File: src/sv/i2c_ras_pkg.sv
// ============================================================================
// I2C register access sequencer - shared definitions
// Status codes, item kinds, engine command codes, phase codes and result codes.
// ============================================================================
package i2c_ras_pkg;

    // masked engine status codes
    localparam logic [7:0] ST_START_OK  = 8'h08;
    localparam logic [7:0] ST_RSTART_OK = 8'h10;
    localparam logic [7:0] ST_SLAW_ACK  = 8'h18;
    localparam logic [7:0] ST_SLAR_ACK  = 8'h40;
    localparam logic [7:0] ST_DATA_ACK  = 8'h28;
    localparam logic [7:0] ST_MASK      = 8'hF8;
    localparam logic [7:0] TIMEOUT_BYTE = 8'hFF;

    localparam logic [15:0] WAIT_LIMIT_RESET = 16'd1000;

    // input item kinds
    localparam logic [1:0] MODE_WRITE = 2'd0;
    localparam logic [1:0] MODE_READ  = 2'd1;
    localparam logic [1:0] MODE_DONE  = 2'd2;
    localparam logic [1:0] MODE_TICK  = 2'd3;

    // engine commands
    localparam logic [2:0] ACT_NONE  = 3'd0;
    localparam logic [2:0] ACT_START = 3'd1;
    localparam logic [2:0] ACT_SEND  = 3'd2;
    localparam logic [2:0] ACT_READ  = 3'd3;
    localparam logic [2:0] ACT_STOP  = 3'd4;

    // result codes
    localparam logic [2:0] RC_OK      = 3'd0;
    localparam logic [2:0] RC_START   = 3'd1;
    localparam logic [2:0] RC_SLAW    = 3'd2;
    localparam logic [2:0] RC_REG     = 3'd3;
    localparam logic [2:0] RC_DATA    = 3'd4;
    localparam logic [2:0] RC_SLAR    = 3'd5;

    // sequencer phases
    localparam logic [3:0] PH_IDLE   = 4'd0;
    localparam logic [3:0] PH_START  = 4'd1;
    localparam logic [3:0] PH_SLAW   = 4'd2;
    localparam logic [3:0] PH_REG    = 4'd3;
    localparam logic [3:0] PH_DATA   = 4'd4;
    localparam logic [3:0] PH_RSTART = 4'd5;
    localparam logic [3:0] PH_SLAR   = 4'd6;
    localparam logic [3:0] PH_READ   = 4'd7;

    typedef struct packed {
        logic [1:0] mode;
        logic [6:0] dev_addr;
        logic [7:0] reg_addr;
        logic [7:0] wr_data;
        logic [7:0] bus_status;
        logic [7:0] rx_byte;
    } req_t;

    typedef struct packed {
        logic [2:0] action;
        logic [7:0] tx_byte;
        logic       finished;
        logic [2:0] result_code;
        logic [7:0] read_data;
    } rsp_t;

endpackage

File: src/sv/i2c_ras_req_if.sv
// ============================================================================
// I2C register access sequencer - request channel
// Valid/ready channel carrying requests, engine completions and ticks.
// ============================================================================
interface i2c_ras_req_if;
    logic       valid;
    logic       ready;
    logic [1:0] mode;
    logic [6:0] dev_addr;
    logic [7:0] reg_addr;
    logic [7:0] wr_data;
    logic [7:0] bus_status;
    logic [7:0] rx_byte;

    modport source (
        output valid, mode, dev_addr, reg_addr, wr_data, bus_status, rx_byte,
        input  ready
    );
    modport sink (
        input  valid, mode, dev_addr, reg_addr, wr_data, bus_status, rx_byte,
        output ready
    );
endinterface

File: src/sv/i2c_ras_rsp_if.sv
// ============================================================================
// I2C register access sequencer - result channel
// Valid/ready channel carrying engine commands and transaction outcome.
// ============================================================================
interface i2c_ras_rsp_if;
    logic       valid;
    logic       ready;
    logic [2:0] action;
    logic [7:0] tx_byte;
    logic       finished;
    logic [2:0] result_code;
    logic [7:0] read_data;

    modport source (
        output valid, action, tx_byte, finished, result_code, read_data,
        input  ready
    );
    modport sink (
        input  valid, action, tx_byte, finished, result_code, read_data,
        output ready
    );
endinterface

File: src/sv/i2c_register_access_sequencer.sv
// ============================================================================
// I2C register access sequencer
// Runs one single-register write or read over a byte-level bus engine.
// ============================================================================
// Usage
//   req (sink): one item per handshake; mode selects write request, read
//     request, engine completion (masked status + received byte) or a tick.
//   rsp (source): exactly one result per accepted item - the next engine
//     command, and on the last step finished, result_code and read_data.
//   cfg_we / cfg_wdata: writes wait_limit, the tick count after which a
//     pending engine step counts as a timeout. Write only while idle.
// A result is registered and appears in the cycle after its item is accepted.
// Throughput: one item per cycle unless rsp.ready holds off a pending result;
//   the state update and result decode sit in a single combinational pass
//   between the phase register and the result register.
// Reset: phase returns to idle, wait_limit to 1000, result register empty.
// Stall: the result register holds while rsp.ready is low; req.ready stays
//   high while the result register is empty or being drained this cycle,
//   so a stalled receiver back-pressures the request side by one item.
// ============================================================================
module i2c_register_access_sequencer (
    input  logic        clk,
    input  logic        rst_n,
    input  logic        cfg_we,
    input  logic [15:0] cfg_wdata,
    i2c_ras_req_if.sink   req,
    i2c_ras_rsp_if.source rsp
);

    // sequencer state
    logic [3:0]  phase_reg, phase_next;
    logic        is_read_reg, is_read_next;
    logic [6:0]  saved_dev_reg, saved_dev_next;
    logic [7:0]  saved_reg_reg, saved_reg_next;
    logic [7:0]  saved_wdata_reg, saved_wdata_next;
    logic [15:0] wait_count_reg, wait_count_next;
    logic [15:0] wait_limit_reg;

    // result register
    logic                  rsp_valid_reg;
    i2c_ras_pkg::rsp_t     rsp_reg, rsp_next;

    logic        accept;
    logic [15:0] count_inc;
    logic        timed_out;
    logic        do_advance;
    logic [7:0]  status;

    assign req.ready = !rsp_valid_reg || rsp.ready;
    assign accept    = req.valid && req.ready;

    // tick counting: a wrapped count also times out
    assign count_inc = wait_count_reg + 16'd1;
    assign timed_out = (count_inc >= wait_limit_reg) || (count_inc == 16'd0);

    assign do_advance = (req.mode == i2c_ras_pkg::MODE_DONE) ||
                        ((req.mode == i2c_ras_pkg::MODE_TICK) && timed_out);
    // a timeout presents a status that never matches an expected code
    assign status = (req.mode == i2c_ras_pkg::MODE_DONE)
                  ? (req.bus_status & i2c_ras_pkg::ST_MASK)
                  : i2c_ras_pkg::TIMEOUT_BYTE;

    always_comb
    begin
        phase_next       = phase_reg;
        is_read_next     = is_read_reg;
        saved_dev_next   = saved_dev_reg;
        saved_reg_next   = saved_reg_reg;
        saved_wdata_next = saved_wdata_reg;
        wait_count_next  = wait_count_reg;
        rsp_next         = '0;

        if (phase_reg == i2c_ras_pkg::PH_IDLE)
        begin
            // only requests start a transaction; anything else is ignored
            if ((req.mode == i2c_ras_pkg::MODE_WRITE) ||
                (req.mode == i2c_ras_pkg::MODE_READ))
            begin
                is_read_next     = (req.mode == i2c_ras_pkg::MODE_READ);
                saved_dev_next   = req.dev_addr;
                saved_reg_next   = req.reg_addr;
                saved_wdata_next = req.wr_data;
                phase_next       = i2c_ras_pkg::PH_START;
                wait_count_next  = '0;
                rsp_next.action  = i2c_ras_pkg::ACT_START;
            end
        end
        else
        begin
            if (req.mode == i2c_ras_pkg::MODE_TICK)
                wait_count_next = count_inc;

            if (do_advance)
            begin
                // defaults for a finishing step; issuing steps override
                phase_next = i2c_ras_pkg::PH_IDLE;
                case (phase_reg)
                    i2c_ras_pkg::PH_START:
                    begin
                        if (status != i2c_ras_pkg::ST_START_OK)
                        begin
                            rsp_next.finished    = 1'b1;
                            rsp_next.result_code = i2c_ras_pkg::RC_START;
                        end
                        else
                        begin
                            phase_next       = i2c_ras_pkg::PH_SLAW;
                            wait_count_next  = '0;
                            rsp_next.action  = i2c_ras_pkg::ACT_SEND;
                            rsp_next.tx_byte = {saved_dev_reg, 1'b0};
                        end
                    end
                    i2c_ras_pkg::PH_SLAW:
                    begin
                        if (status != i2c_ras_pkg::ST_SLAW_ACK)
                        begin
                            rsp_next.action      = i2c_ras_pkg::ACT_STOP;
                            rsp_next.finished    = 1'b1;
                            rsp_next.result_code = i2c_ras_pkg::RC_SLAW;
                        end
                        else
                        begin
                            phase_next       = i2c_ras_pkg::PH_REG;
                            wait_count_next  = '0;
                            rsp_next.action  = i2c_ras_pkg::ACT_SEND;
                            rsp_next.tx_byte = saved_reg_reg;
                        end
                    end
                    i2c_ras_pkg::PH_REG:
                    begin
                        if (status != i2c_ras_pkg::ST_DATA_ACK)
                        begin
                            rsp_next.finished    = 1'b1;
                            rsp_next.result_code = i2c_ras_pkg::RC_REG;
                        end
                        else if (is_read_reg)
                        begin
                            phase_next      = i2c_ras_pkg::PH_RSTART;
                            wait_count_next = '0;
                            rsp_next.action = i2c_ras_pkg::ACT_START;
                        end
                        else
                        begin
                            phase_next       = i2c_ras_pkg::PH_DATA;
                            wait_count_next  = '0;
                            rsp_next.action  = i2c_ras_pkg::ACT_SEND;
                            rsp_next.tx_byte = saved_wdata_reg;
                        end
                    end
                    i2c_ras_pkg::PH_DATA:
                    begin
                        rsp_next.finished = 1'b1;
                        if (status != i2c_ras_pkg::ST_DATA_ACK)
                            rsp_next.result_code = i2c_ras_pkg::RC_DATA;
                        else
                            rsp_next.action = i2c_ras_pkg::ACT_STOP;
                    end
                    i2c_ras_pkg::PH_RSTART:
                    begin
                        if (status != i2c_ras_pkg::ST_RSTART_OK)
                        begin
                            rsp_next.finished    = 1'b1;
                            rsp_next.result_code = i2c_ras_pkg::RC_DATA;
                        end
                        else
                        begin
                            phase_next       = i2c_ras_pkg::PH_SLAR;
                            wait_count_next  = '0;
                            rsp_next.action  = i2c_ras_pkg::ACT_SEND;
                            rsp_next.tx_byte = {saved_dev_reg, 1'b1};
                        end
                    end
                    i2c_ras_pkg::PH_SLAR:
                    begin
                        if (status != i2c_ras_pkg::ST_SLAR_ACK)
                        begin
                            rsp_next.action      = i2c_ras_pkg::ACT_STOP;
                            rsp_next.finished    = 1'b1;
                            rsp_next.result_code = i2c_ras_pkg::RC_SLAR;
                        end
                        else
                        begin
                            phase_next      = i2c_ras_pkg::PH_READ;
                            wait_count_next = '0;
                            rsp_next.action = i2c_ras_pkg::ACT_READ;
                        end
                    end
                    i2c_ras_pkg::PH_READ:
                    begin
                        // a timed-out read still ends cleanly with a stop
                        rsp_next.action    = i2c_ras_pkg::ACT_STOP;
                        rsp_next.finished  = 1'b1;
                        rsp_next.read_data = (req.mode == i2c_ras_pkg::MODE_DONE)
                                           ? req.rx_byte : i2c_ras_pkg::TIMEOUT_BYTE;
                    end
                    default:
                    begin
                        phase_next = i2c_ras_pkg::PH_IDLE;
                    end
                endcase
            end
        end
    end

    // control state
    always_ff @(posedge clk or negedge rst_n)
    begin
        if (!rst_n)
        begin
            phase_reg      <= i2c_ras_pkg::PH_IDLE;
            is_read_reg    <= 1'b0;
            wait_count_reg <= '0;
            wait_limit_reg <= i2c_ras_pkg::WAIT_LIMIT_RESET;
            rsp_valid_reg  <= 1'b0;
        end
        else
        begin
            if (cfg_we)
                wait_limit_reg <= cfg_wdata;
            if (accept)
            begin
                phase_reg      <= phase_next;
                is_read_reg    <= is_read_next;
                wait_count_reg <= wait_count_next;
                rsp_valid_reg  <= 1'b1;
            end
            else if (rsp.ready)
            begin
                rsp_valid_reg <= 1'b0;
            end
        end
    end

    // payload registers
    always_ff @(posedge clk)
    begin
        if (accept)
        begin
            saved_dev_reg   <= saved_dev_next;
            saved_reg_reg   <= saved_reg_next;
            saved_wdata_reg <= saved_wdata_next;
            rsp_reg         <= rsp_next;
        end
    end

    assign rsp.valid       = rsp_valid_reg;
    assign rsp.action      = rsp_reg.action;
    assign rsp.tx_byte     = rsp_reg.tx_byte;
    assign rsp.finished    = rsp_reg.finished;
    assign rsp.result_code = rsp_reg.result_code;
    assign rsp.read_data   = rsp_reg.read_data;

    // ------------------------------------------------------------------------
    // Assertions
    // ------------------------------------------------------------------------
    a_accept_gives_result: assert property (
        @(posedge clk) disable iff (!rst_n)
        (req.valid && req.ready) |=> rsp.valid
    ) else $error("accepted item produced no result");

    a_code_only_when_done: assert property (
        @(posedge clk) disable iff (!rst_n)
        (rsp.valid && !rsp.finished) |-> (rsp.result_code == i2c_ras_pkg::RC_OK)
    ) else $error("result code without end of transaction");

    a_read_data_on_stop: assert property (
        @(posedge clk) disable iff (!rst_n)
        (rsp.valid && (rsp.read_data != 8'd0)) |->
            (rsp.finished && (rsp.action == i2c_ras_pkg::ACT_STOP))
    ) else $error("read data outside a finishing stop");

    a_finish_goes_idle: assert property (
        @(posedge clk) disable iff (!rst_n)
        (req.valid && req.ready) |=>
            (!rsp.finished || (phase_reg == i2c_ras_pkg::PH_IDLE))
    ) else $error("finished transaction left sequencer busy");

endmodule

File: src/flat_wrapper.sv
// flat-port wrapper written by rule: the top's interface ports become plain ports
module i2c_register_access_sequencer_flat 
  (clk, rst_n, cfg_we, cfg_wdata, req_valid, req_mode, req_dev_addr, req_reg_addr, req_wr_data, req_bus_status, req_rx_byte, req_ready, rsp_valid, rsp_action, rsp_tx_byte, rsp_finished, rsp_result_code, rsp_read_data, rsp_ready);
  i2c_ras_req_if req_i ();
  i2c_ras_rsp_if rsp_i ();
  input  logic clk;
  input  logic rst_n;
  input  logic cfg_we;
  input  logic [15:0] cfg_wdata;
  input wire logic [$bits(req_i.valid)-1:0] req_valid;
  input wire logic [$bits(req_i.mode)-1:0] req_mode;
  input wire logic [$bits(req_i.dev_addr)-1:0] req_dev_addr;
  input wire logic [$bits(req_i.reg_addr)-1:0] req_reg_addr;
  input wire logic [$bits(req_i.wr_data)-1:0] req_wr_data;
  input wire logic [$bits(req_i.bus_status)-1:0] req_bus_status;
  input wire logic [$bits(req_i.rx_byte)-1:0] req_rx_byte;
  output wire logic [$bits(req_i.ready)-1:0] req_ready;
  output wire logic [$bits(rsp_i.valid)-1:0] rsp_valid;
  output wire logic [$bits(rsp_i.action)-1:0] rsp_action;
  output wire logic [$bits(rsp_i.tx_byte)-1:0] rsp_tx_byte;
  output wire logic [$bits(rsp_i.finished)-1:0] rsp_finished;
  output wire logic [$bits(rsp_i.result_code)-1:0] rsp_result_code;
  output wire logic [$bits(rsp_i.read_data)-1:0] rsp_read_data;
  input wire logic [$bits(rsp_i.ready)-1:0] rsp_ready;
  assign req_i.valid = req_valid;
  assign req_i.mode = req_mode;
  assign req_i.dev_addr = req_dev_addr;
  assign req_i.reg_addr = req_reg_addr;
  assign req_i.wr_data = req_wr_data;
  assign req_i.bus_status = req_bus_status;
  assign req_i.rx_byte = req_rx_byte;
  assign req_ready = req_i.ready;
  assign rsp_valid = rsp_i.valid;
  assign rsp_action = rsp_i.action;
  assign rsp_tx_byte = rsp_i.tx_byte;
  assign rsp_finished = rsp_i.finished;
  assign rsp_result_code = rsp_i.result_code;
  assign rsp_read_data = rsp_i.read_data;
  assign rsp_i.ready = rsp_ready;
  i2c_register_access_sequencer u_core (.clk(clk), .rst_n(rst_n), .cfg_we(cfg_we), .cfg_wdata(cfg_wdata), .req(req_i), .rsp(rsp_i));
endmodule
File: config.mk
export PLATFORM = sky130hd
export DESIGN_NAME = i2c_register_access_sequencer_flat
export DESIGN_NICKNAME = d
export VERILOG_FILES = /design/src/sv/i2c_ras_pkg.sv /design/src/sv/i2c_ras_req_if.sv /design/src/sv/i2c_ras_rsp_if.sv /design/src/sv/i2c_register_access_sequencer.sv /design/src/flat_wrapper.sv
export SDC_FILE = /design/constraint.sdc
export NUM_CORES = 1
export LEC_CHECK = 0
export ABC_CLOCK_PERIOD_IN_PS = 6450
export BUFFER_PORTS_ARGS = -buffer_cell sky130_fd_sc_hd__buf_2
export CORE_ASPECT_RATIO = 0.75
export CORE_MARGIN = 1
export CORE_UTILIZATION = 30
export DETAILED_ROUTE_END_ITERATION = 6
export PLACE_DENSITY = 0.52
export REMOVE_ABC_BUFFERS = 1
export SLEW_MARGIN = 20
export SYNTH_ARGS = -nofsm -noshare
export SYNTH_HDL_FRONTEND = slang
export SYNTH_SLANG_ARGS = --single-unit
export TNS_END_PERCENT = 5
File: constraint.sdc
create_clock -name clk -period 6.45 [get_ports clk]
set_input_delay 0.3225 -clock clk [delete_from_list [all_inputs] [get_ports clk]]
set_output_delay 0.3225 -clock clk [all_outputs]
set_load 0.01 [all_outputs]
==> impl_metrics.ini <==
[global_route]
grt_pass1_wl_um = 16800
first_global_vias = 3284
grt_use_met3_pct = 3.44
use_met1_pct = 20.2
grt_max_degree = 38
grtUsageTotal_pct = 14.4
use_met2_pct = 21.8
busiest_layer = met2
antenna_found_initial = 0
grt_overflow_total = 0

[critical_path]
endpoint_kind = flip-flop
crit_required_ns = 6.51
rrSetupSlack_ns = 2.58
cp_max_fo = 8
r2r_cells = 13
worstSetupStartpointType = flip-flop
timing.rr.start = u_core.wait_count_reg[2]
crit_arrival_ns = 3.93
path_class = flip-flop to flip-flop
r2r_end = u_core.rsp.read_data[5]

[routing]
drtAntennaViolNets = 0
vias = 3425
drc_errors = 0
avgViaCountPerCell = 4.95
wire_per_inst_um = 14.9
firstDrtPassIters = 5
drtIter0Drc = 200
drt_wl_total_um = 10300

[clock_tree]
cts_inserted_buffers = 9
cts_htree_levels = 3
post_cts_buffers = 0
clock-sinks = 83
cts_tree = built
clkSlewWorstSetupHoldPaths_ns = 0.06
cts_max_path_buffers = 2
clock-root-buffer = clkbuf_16
cts_hold_buf = 0
clkLatencyLatePin_ns = 0.34
cts_resized = 0

[power_and_ir_drop]
p_clk_share_pct = 38.4
p_sw_share_pct = 27.8
p_total_uw = 1530
p_seq_share_pct = 43.9
switching_power_uw = 427
internal-power_uw = 1110
peakVddDrop_uv = 124
leakage_uw = 0.00230
powerDensity_nw_per_um2 = 288
comb_power_share_pct = 17.7

[timing]
fin_setup_tns_ns = 0
drv_slew = 0
hold_viol = 0
period_needed_ns = 3.87
post-route-period-util_pct = 60.0
fin_ws_ns = 2.58
timing.hold.ws_ns = 0.106
max_freq_ghz = 0.258
setup_viol = 0
clock-skew-final_ns = 0.00587
tightest_slew_ns = 1.07
relSlewSlack_pct = 27.8
rsz0062_at_grt = no

[synth]
ys.flop_type = edfxtp_1
synthCells = 416
synth_warnings = 0
ys_seq_area_share_pct = 52.8
synthArstFlopShare_pct = 44.6
synth.area.top_cells = edfxtp_1 32%, dfrtp_1 18%, ha_1 5.1%
avgSynthCellArea_um2 = 10.5
synth_top_cell_by_area = edfxtp_1
ys_ff_latch = 83
synth-edff-count = 46
yosysTopAreaCellShare_pct = 31.5
synth_cell_types = 59
synth_area_um2 = 4380

[floorplanning]
rows = 37
fp.dieW_um = 142
die_h_um = 107
die_area_um2 = 15100
ioPinCount = 87
start_util_pct = 31.4
core_um2 = 14000

[placement]
port_buffers = 83
place_ws_ns = 2.58
dpl_cell_area_um2 = 4980
place.gp.congestion = 0.886
dp_hpwl_um = 7330

[final_layout]
fin_area_um2 = 5330
antenna_cells = 0
drive_above_1_share_pct = 25.2
fin_nets = 572
areaGrowthSynthToFinish_pct = 21.6

[status]
status = finished clean

[hold_path]
hp-class = primary input to async pin

[job]
max-cap-violations = 0
## how the worst max path moves through the flow
stage,cells after the start,slack (ns),start,endpoint
floorplan,3,3.25,u_core.phase_reg[1],u_core.is_read_reg
global placement,13,2.66,u_core.wait_count_reg[2],u_core.rsp.read_data[4]
detailed placement,13,2.58,u_core.wait_count_reg[2],u_core.rsp.read_data[5]
CTS,13,2.56,u_core.wait_count_reg[2],u_core.rsp.read_data[5]
global route,13,2.20,u_core.wait_count_reg[2],u_core.rsp.read_data[5]
finish,13,2.58,u_core.wait_count_reg[2],u_core.rsp.read_data[5]
## layer usage
layer	routed length (um)	vias up
met3	691	12
met2	4430	120
met1	5080	1611
li1	-	1682
met4	133	0
met5	0	-
## worst max-delay path, cell delays in order, from the launching register on
cell	delay, ns
dfrtp_1	0.51
nand3_2	0.27
nor2_1	0.35
nand3_1	0.22
nor2_1	0.19
xor2_1	0.21
ha_1	0.29
nand2_1	0.08
nor2_1	0.04
a2111o_1	0.38
a21oi_1	0.17
o21ai_1	0.18
o21ai_1	0.57
nor2_1	0.12
## cell usage after synthesis, types with 4 or more instances
| cell type | instances |
|---|---|
| edfxtp_1 | 46 |
| nor2_1 | 40 |
| nand2_1 | 39 |
| dfrtp_1 | 31 |
| inv_1 | 30 |
| o21ai_0 | 27 |
| ha_1 | 18 |
| a21oi_1 | 15 |
| a22o_1 | 13 |
| clkbuf_1 | 12 |
| buf_2 | 9 |
| a31oi_1 | 8 |
| nor3_1 | 8 |
| xor2_1 | 8 |
| a222oi_1 | 7 |
| nand2b_1 | 7 |
| nand3_1 | 7 |
| nand4_1 | 7 |
| xnor2_1 | 7 |
| dfstp_2 | 6 |
| nor4_1 | 6 |
| and2_1 | 4 |
| o21ai_1 | 4 |
| or3_1 | 4 |
## final cells by class
cell class	instances	area (um^2)
clock buffers	9	225
clock inverters	7	116
fillers	1397	8650
inverters	30	113
multi-input cells	282	1880
flip-flops and latches	83	2310
well taps	195	244
repair buffers	86	438
## power by group through the flow
stage / Sequential (uW) / Combinational, uW / Clock (uW)
3_5_place_dp: 683 / 271 / 0
2_1_floorplan: 673 / 179 / 0
4_1_cts: 672 / 274 / 607
6_report: 673 / 271 / 590
5_1_grt: 681 / 311 / 626
3_3_place_gp: 680 / 268 / 0
## cells in the final DEF, fill, tap and decap left out, types with 3 or more instances in the layout
master and n:
a21oi_1 15, a222oi_1 7, a22o_1 13, a31oi_1 8
and2_1 4, buf_2 83, buf_4 3, bufinv_16 3
clkbuf_16 9, dfrtp_1 31, dfstp_2 6, edfxtp_1 46
ha_1 18, inv_1 30, mux2_2 3, mux2i_1 3
nand2_1 39, nand2b_1 7, nand3_1 7, nand4_1 7
nor2_1 40, nor2b_1 3, nor3_1 7, nor3b_1 3
nor4_1 6, o21ai_0 27, o21ai_1 4, or3_1 4
xnor2_1 7, xor2_1 8
## stage by stage
step                      instances  utilization [%]
after floorplan                 395                -
after global placement          676             35.6
after detailed placement        676             35.6
after CTS                       692             38.1
after global routing            692             38.1
final                           692             38.1
## cell families after synthesis
logic type	after synthesis	share of synthesized area, %
compound gates	98	15.6
xor+xnor	15	3.00
fa+ha+maj	18	5.14
buf+inv	51	4.62
flops	83	52.8
mux	8	1.97
simple gates	143	16.9
No activity file was read; power rests on OpenSTA's default activity.
